### src/hdl/ttcw_pkg.sv
// shared types and constants for the text terminal character writer
package ttcw_pkg;

  localparam int OP_W        = 2;
  localparam int CHAR_W      = 8;
  localparam int RROW_W      = 5;
  localparam int RCOL_W      = 7;
  localparam int CCOL_W      = 7;
  localparam int CROW_W      = 5;
  localparam int VIS_FIELD_W = 7;
  localparam int IN_TDATA_W  = 24;
  localparam int OUT_TDATA_W = 24;
  localparam int APB_AW      = 3;
  localparam int APB_DW      = 32;
  localparam int REG_IDX_W   = 1;

  localparam logic [REG_IDX_W-1:0] REG_VISIBLE_COLS = 1'b0;

  localparam logic [CHAR_W-1:0] CH_NEWLINE   = 8'd10;
  localparam logic [CHAR_W-1:0] CH_BACKSPACE = 8'd8;
  localparam logic [CHAR_W-1:0] CH_TAB       = 8'd9;
  localparam logic [CHAR_W-1:0] CH_SPACE     = 8'd32;

  localparam int TAB_SPACES = 4;
  localparam int TAB_CNT_W  = $clog2(TAB_SPACES);

  typedef enum logic [OP_W-1:0] {
    OP_WRITE = 2'd0,
    OP_CLEAR = 2'd1,
    OP_READ  = 2'd2
  } op_e;

  typedef enum logic [2:0] {
    ST_IDLE,
    ST_DISPATCH,
    ST_FILL,
    ST_ZERO,
    ST_PUT,
    ST_FINISH
  } state_e;

  typedef enum logic [1:0] {
    WSRC_SWEEP,
    WSRC_CHAR,
    WSRC_SPACE,
    WSRC_BACK
  } wsrc_e;

  typedef enum logic [1:0] {
    COL_HOLD,
    COL_INC,
    COL_DEC
  } col_op_e;

  typedef struct packed {
    logic    load;
    logic    emit;
    logic    mem_we;
    wsrc_e   wsrc;
    col_op_e col_op;
    logic    sweep_clr;
    logic    sweep_cur;
    logic    sweep_inc;
    logic    set_vld;
    logic    tab_inc;
  } cmd_t;

  typedef struct packed {
    logic is_write;
    logic is_nl;
    logic is_bs;
    logic is_tab;
    logic row_vld;
    logic col_zero;
    logic col_lt_vis;
    logic tab_done;
    logic sweep_last;
    logic out_free;
  } sts_t;

endpackage

### src/hdl/ttcw_ctrl.sv
// sequencing state machine for the text terminal character writer
module ttcw_ctrl import ttcw_pkg::*; (
  input  logic clk_i,
  input  logic rst_ni,
  input  logic in_valid_i,
  output logic in_ready_o,
  input  sts_t sts_i,
  output cmd_t cmd_o
);

  state_e state_q, state_d;

  always_ff @(posedge clk_i or negedge rst_ni) begin
    if (!rst_ni) begin
      state_q <= ST_IDLE;
    end else begin
      state_q <= state_d;
    end
  end

  always_comb begin
    state_d          = state_q;
    in_ready_o       = 1'b0;
    cmd_o            = '0;
    cmd_o.wsrc       = WSRC_SWEEP;
    cmd_o.col_op     = COL_HOLD;
    case (state_q)
      ST_IDLE: begin
        in_ready_o = 1'b1;
        if (in_valid_i) begin
          cmd_o.load = 1'b1;
          state_d    = ST_DISPATCH;
        end
      end
      ST_DISPATCH: begin
        state_d = ST_FINISH;
        if (sts_i.is_write) begin
          if (sts_i.is_nl) begin
            if (sts_i.row_vld) begin
              cmd_o.sweep_cur = 1'b1;
              state_d         = ST_ZERO;
            end
          end else if (sts_i.is_bs ? !sts_i.col_zero : sts_i.col_lt_vis) begin
            if (sts_i.row_vld) begin
              state_d = ST_PUT;
            end else begin
              cmd_o.sweep_clr = 1'b1;
              state_d         = ST_FILL;
            end
          end
        end
      end
      ST_FILL: begin
        cmd_o.mem_we    = 1'b1;
        cmd_o.wsrc      = WSRC_SWEEP;
        cmd_o.sweep_inc = 1'b1;
        if (sts_i.sweep_last) begin
          cmd_o.set_vld = 1'b1;
          state_d       = ST_PUT;
        end
      end
      ST_ZERO: begin
        cmd_o.mem_we    = 1'b1;
        cmd_o.wsrc      = WSRC_SWEEP;
        cmd_o.sweep_inc = 1'b1;
        if (sts_i.sweep_last) begin
          state_d = ST_FINISH;
        end
      end
      ST_PUT: begin
        cmd_o.mem_we = 1'b1;
        state_d      = ST_FINISH;
        if (sts_i.is_bs) begin
          cmd_o.wsrc   = WSRC_BACK;
          cmd_o.col_op = COL_DEC;
        end else if (sts_i.is_tab) begin
          cmd_o.wsrc    = WSRC_SPACE;
          cmd_o.col_op  = COL_INC;
          cmd_o.tab_inc = 1'b1;
          if (!sts_i.tab_done) begin
            state_d = ST_PUT;
          end
        end else begin
          cmd_o.wsrc   = WSRC_CHAR;
          cmd_o.col_op = COL_INC;
        end
      end
      ST_FINISH: begin
        if (sts_i.out_free) begin
          cmd_o.emit = 1'b1;
          state_d    = ST_IDLE;
        end
      end
      default: begin
        state_d = ST_IDLE;
      end
    endcase
  end

endmodule

### config.mk
export PLATFORM = sky130hd
export DESIGN_NAME = ttcw_ctrl
export DESIGN_NICKNAME = d
export VERILOG_FILES = /design/src/hdl/ttcw_pkg.sv /design/src/hdl/ttcw_ctrl.sv
export SDC_FILE = /design/constraint.sdc
export NUM_CORES = 1
export LEC_CHECK = 0
export BUFFER_PORTS_ARGS = -buffer_cell sky130_fd_sc_hd__buf_2
export CORE_AREA = 2 2 39 41
export DETAILED_ROUTE_END_ITERATION = 12
export DIE_AREA = 0 0 41 43
export PLACE_DENSITY = 0.71
export SLEW_MARGIN = 20
export SYNTH_ARGS = -nofsm -noshare
export SYNTH_HDL_FRONTEND = slang
export SYNTH_SLANG_ARGS = --single-unit
### constraint.sdc
create_clock -name clk_i -period 1.55 [get_ports clk_i]
set_input_delay 0.31 -clock clk_i [delete_from_list [all_inputs] [get_ports clk_i]]
set_output_delay 0.31 -clock clk_i [all_outputs]
set_load 0.005 [all_outputs]
# Yosys cells after proc, flatten, opt, wreduce, memory -nomap -nowiden

Cells that the tools add are included.

Register bits after elaboration: 3
Word-level logic and storage cells: 50
Output and inout bits: 13
Input port bits: 13

Equal/unequal tests: 9
Reductions and logical operators: 4
Mux-type cells: 36

Operators by type and width:

| kind                                          | count |
|---|---|
| 2-to-1 mux 3 bit                              | 9 |
| 2-to-1 mux 1 bit                              | 20 |
| one-hot mux 3 bit (6 select lines)            | 1 |
| 2-to-1 mux 4 bit                              | 2 |
| inequality test 2 bit, second input constant  | 4 |
| == test 3 x 2 -> 1 bit, second input constant | 2 |
| == test 3 bit, second input constant          | 2 |
| 2-to-1 mux 2 bit                              | 3 |
| one-hot mux 3 bit (2 select lines)            | 1 |
| AND reduction 4 bit                           | 1 |
| == test 3 x 1 -> 1 bit, second input constant | 1 |
| zero test 3 bit                               | 1 |
| OR reduction 2 bit                            | 1 |
| zero test 1 bit                               | 1 |

# Depth between registers and ports, before layout

Word-level depth: 6
Mapped depth: 4
Depth with buffers taken out: 3

# Worst setup path before layout

No wires, ideal clock.

Kind: reg2out
Start point: register state_q[0]
End point: output port cmd_o[0] (netlist name)
Path buffers: 1
Data arrival time: 1.044 ns
Required time: 1.240 ns
Cell stages (with the launch flop): 5
Setup slack: 0.196 ns
Cells stage by stage: dfrtp_1 > clkbuf_1 > nor2_1 > nand2_1 > nor3b_1

RTL lines:

| what                     | line            | text |
|---|---|---|
| start: declaration       | ttcw_ctrl.sv:11 | `state_e state_q, state_d;` |
| start signal: assignment | ttcw_ctrl.sv:17 | `state_q <= state_d;` |
| end: declaration         | ttcw_ctrl.sv:8  | `output cmd_t cmd_o` |

# Final worst setup path

Start point: register state_q[2]
End point: register state_q[0]

Word-level cells in the longest chain between the ends: 3
Elaborated cells between the ends (all ways): 12
Classes of those cells: eq/ne (9); mux (1); reduce/logical (2)

Ends and longest elaborated chain:

| what                                           | line            | text |
|---|---|---|
| == test 3 x 2 -> 1 bit (tied with other cells) | ttcw_ctrl.sv:27 | `case (state_q)` |
| inequality test 2 bit (no line)                | -               |  |
| AND reduction 4 bit (no line)                  | -               |  |

Parallel ways exist; a longest one is shown, timed or not.
A chain may end at the register's enable or synchronous reset.

==> results.json <==
{
  "ios": 26,
  "grt_pass1_vias": 462,
  "cap_viol_max_count": 0,
  "synth_nets": 69,
  "slew_viol_final": 0,
  "numPortBuffers": 25,
  "dieWidth_um": 41,
  "syn_to_final_growth_pct": 83.01,
  "r2r_start": "state_q[2]",
  "cp_num_buf_inv": 1,
  "root_buffer": "clkbuf_4",
  "powerDensity_nw_per_um2": 1769,
  "core_area_sq_um": 1384,
  "synth-seq-cells": 3,
  "reg2regPathDepth": 4,
  "p_leak_nw": 0.3746,
  "grt_pass1_wl_mm": 1.738,
  "top_regs": "state_q x3",
  "synthCells": 56,
  "critPathTopFamily": "simple AND/OR/NAND/NOR gates",
  "fp.dieH_um": 43,
  "final_util_pct": 51.63,
  "cts_buffers": 3,
  "drc": 0,
  "cp_num_cells": 4,
  "die_area_sq_um": 1763,
  "synth.avg_cell_area_sq_um": 6.971,
  "yosys.area.top_type": "dfrtp_1",
  "required_ps": 1670,
  "clk_pin_slew_worst_paths_ps": 40,
  "yosys-top-cells-area": "dfrtp_1, nor2_1, and3_1, nor2b_1, a21oi_1",
  "drt_iter0_markers": 10,
  "finalHoldViolCount": 0,
  "critPathMaxFanout": 5,
  "setup.worst_path.end_class": "flop",
  "fillers": 126,
  "cts_buffer_depth": 2,
  "drt_first_pass_iters": 4,
  "dpl_worst_slack_ps": 112.9,
  "rows": 14,
  "wl_per_cell_um": 12.01,
  "period_minus_slack_ps": 1557,
  "seq_area_frac_synth_pct": 19.23,
  "setup_viol": 2,
  "critPathLaunchType": "flop",
  "max_freq_mhz": 642.3,
  "rsz0062_at_grt": "true",
  "antenna_found_initial": 0,
  "wirelength_mm": 1.309,
  "ir_worst_vdd_v": 0.0006951,
  "worst_slew_pin_slew_ps": 291.9,
  "largest_reg_flops": 3,
  "grt-ovfl-total": 0,
  "layout.cells.non_filler": 109,
  "synth_top_area_share_pct": 19.23,
  "worst_slack_ps": -7.005,
  "worst_path_max_delay_cell": "or4_1",
  "grt_start_max_net_pins": 10,
  "diodes": 0,
  "dp_cells": 97,
  "synth_area_sq_um": 390.4,
  "hp-class": "in -> reg",
  "cp_cell_sequence": "buf_6 > or4_1 > o221a_2 > a32o_1",
  "cpPeakStageDelay_ps": 510,
  "startpoint": "state_q[2]",
  "timing_worst_setup_path_type": "reg -> reg",
  "htreeDepth": 1,
  "violations": "setup timing",
  "cp_data_arrival_time_ps": 1680,
  "largest-register": "state_q",
  "slew_headroom_pct": 80.28,
  "yosysWarnings": 0,
  "status": "finished, violations left",
  "finalHoldWorstSlack_ps": 422.0,
  "cp-endpoint": "state_q[0]",
  "cts_tree": "done",
  "final_nets": 107,
  "dp.final_hpwl_um": 864.4,
  "ant_nets": 0,
  "vias_per_cell": 5.119,
  "drive_gt1_share_pct": 58.06,
  "yosysUniqueCellTypes": 31,
  "clkSinkCount": 3,
  "insertion_delay_ps": 240,
  "initial_core_util_pct": 28.21,
  "r2r_slack_ps": -7,
  "num_vias": 558,
  "track_usage_pct": 13.78,
  "fin_skew_ps": 6.302,
  "fin_crit_sh_pct": 100.5,
  "gp_congestion": 0.7461,
  "reg2reg_to": "state_q[0]"
}
==> per-stage QoR <==
step	instance area (sq um)	TNS [ps]	power, mW
finish	714.4	-9.325	1.264
global route	714.4	-258.2	1.351
CTS	650.6	-7.138	1.091
detailed placement	540.5	0	0.7856
global placement	540.5	0	0.7707
floorplan	390.4	0	0.5529
==> layout make-up <==
cell class	count	area, sq um	area share (%)
clock buffers	4	26.28	3.678
inverters	4	15.01	2.102
multi-input cells	45	334.1	46.76
flip-flops and latches	3	78.83	11.03
well taps	16	20.02	2.802
repair buffers	37	240.2	33.63
==> Yosys cell counts, drive strengths merged <==
| master | n |
|---|---|
| xnor2 | 1 |
| o21ai | 2 |
| or4 | 1 |
| and2b | 1 |
| o2111ai | 1 |
| clkbuf | 1 |
| buf | 3 |
| a22o | 1 |
| inv | 4 |
| nor3 | 2 |
| nor2 | 8 |
| nand2b | 1 |
| o221a | 1 |
| nand3 | 1 |
| nor4b | 1 |
| nand3b | 1 |
| or3b | 1 |
| a211oi | 1 |
| a211o | 1 |
| a32o | 1 |
| and2 | 1 |
| and3 | 4 |
| dfrtp | 3 |
| nor3b | 1 |
| o21bai | 1 |
| a41oi | 1 |
| or2 | 1 |
| nand2 | 4 |
| nor2b | 3 |
| a21oi | 3 |
==> worst min path at each step <==
stage	start	end	slack [ps]	depth (start not counted)
after global placement	rst_ni	state_q[2]	110	1
after floorplan	rst_ni	state_q[0]	10	0
after detailed placement	rst_ni	state_q[2]	110	1
final	sts_i[1]	state_q[1]	420	4
after global routing	sts_i[1]	state_q[1]	430	4
after CTS	rst_ni	state_q[2]	400	2
==> power breakdown <==
part           internal [mW]  total (mW)  switching [mW]
Sequential             0.126       0.232           0.105
Clock                 0.0969       0.143          0.0466
Combinational          0.510       0.889           0.379
==> worst register-to-register path, stage by stage, from the launching register on <==
cell	delay [ps]
dfrtp_2	440
buf_6	130
or4_1	510
o221a_2	150
a32o_1	210
==> timing repair <==
item                                    4_1_cts  5_1_grt
gates resized for setup                       9       14
endpoints found under the setup margin        8        9
setup buffers                                 6        1
hold buffers                                  1        0
pin swaps                                     0        7
hold endpoints to repair                      3        0
==> metal layers <==
metal	share of wire, %	vias to the layer above	track usage, %
li1	-	276	-
met1	43	254	17.15
met2	51	28	23.44
met3	6.5	0	1.571
met4	0	0	4.000
met5	0	-	0
==> cell usage in the layout, fill, tap and decap left out, types with 2 or more instances in the layout <==
cell type,count
o21ai_0,2
inv_1,4
and3_1,4
nor2_1,7
a21oi_1,2
buf_4,5
dfrtp_2,3
buf_6,6
nand2_1,2
clkbuf_4,3
buf_2,25
==> cell families (layout without fill, tap and decap cells) <==
family / Yosys count / count (layout) / share of synthesized area [%]
compound gates: 13 / 13 / 24.68
xor+xnor: 1 / 1 / 2.244
buf+inv: 8 / 45 / 10.25
flops: 3 / 3 / 19.23
simple gates: 31 / 31 / 43.59
(Power assumes the default switching activity.)
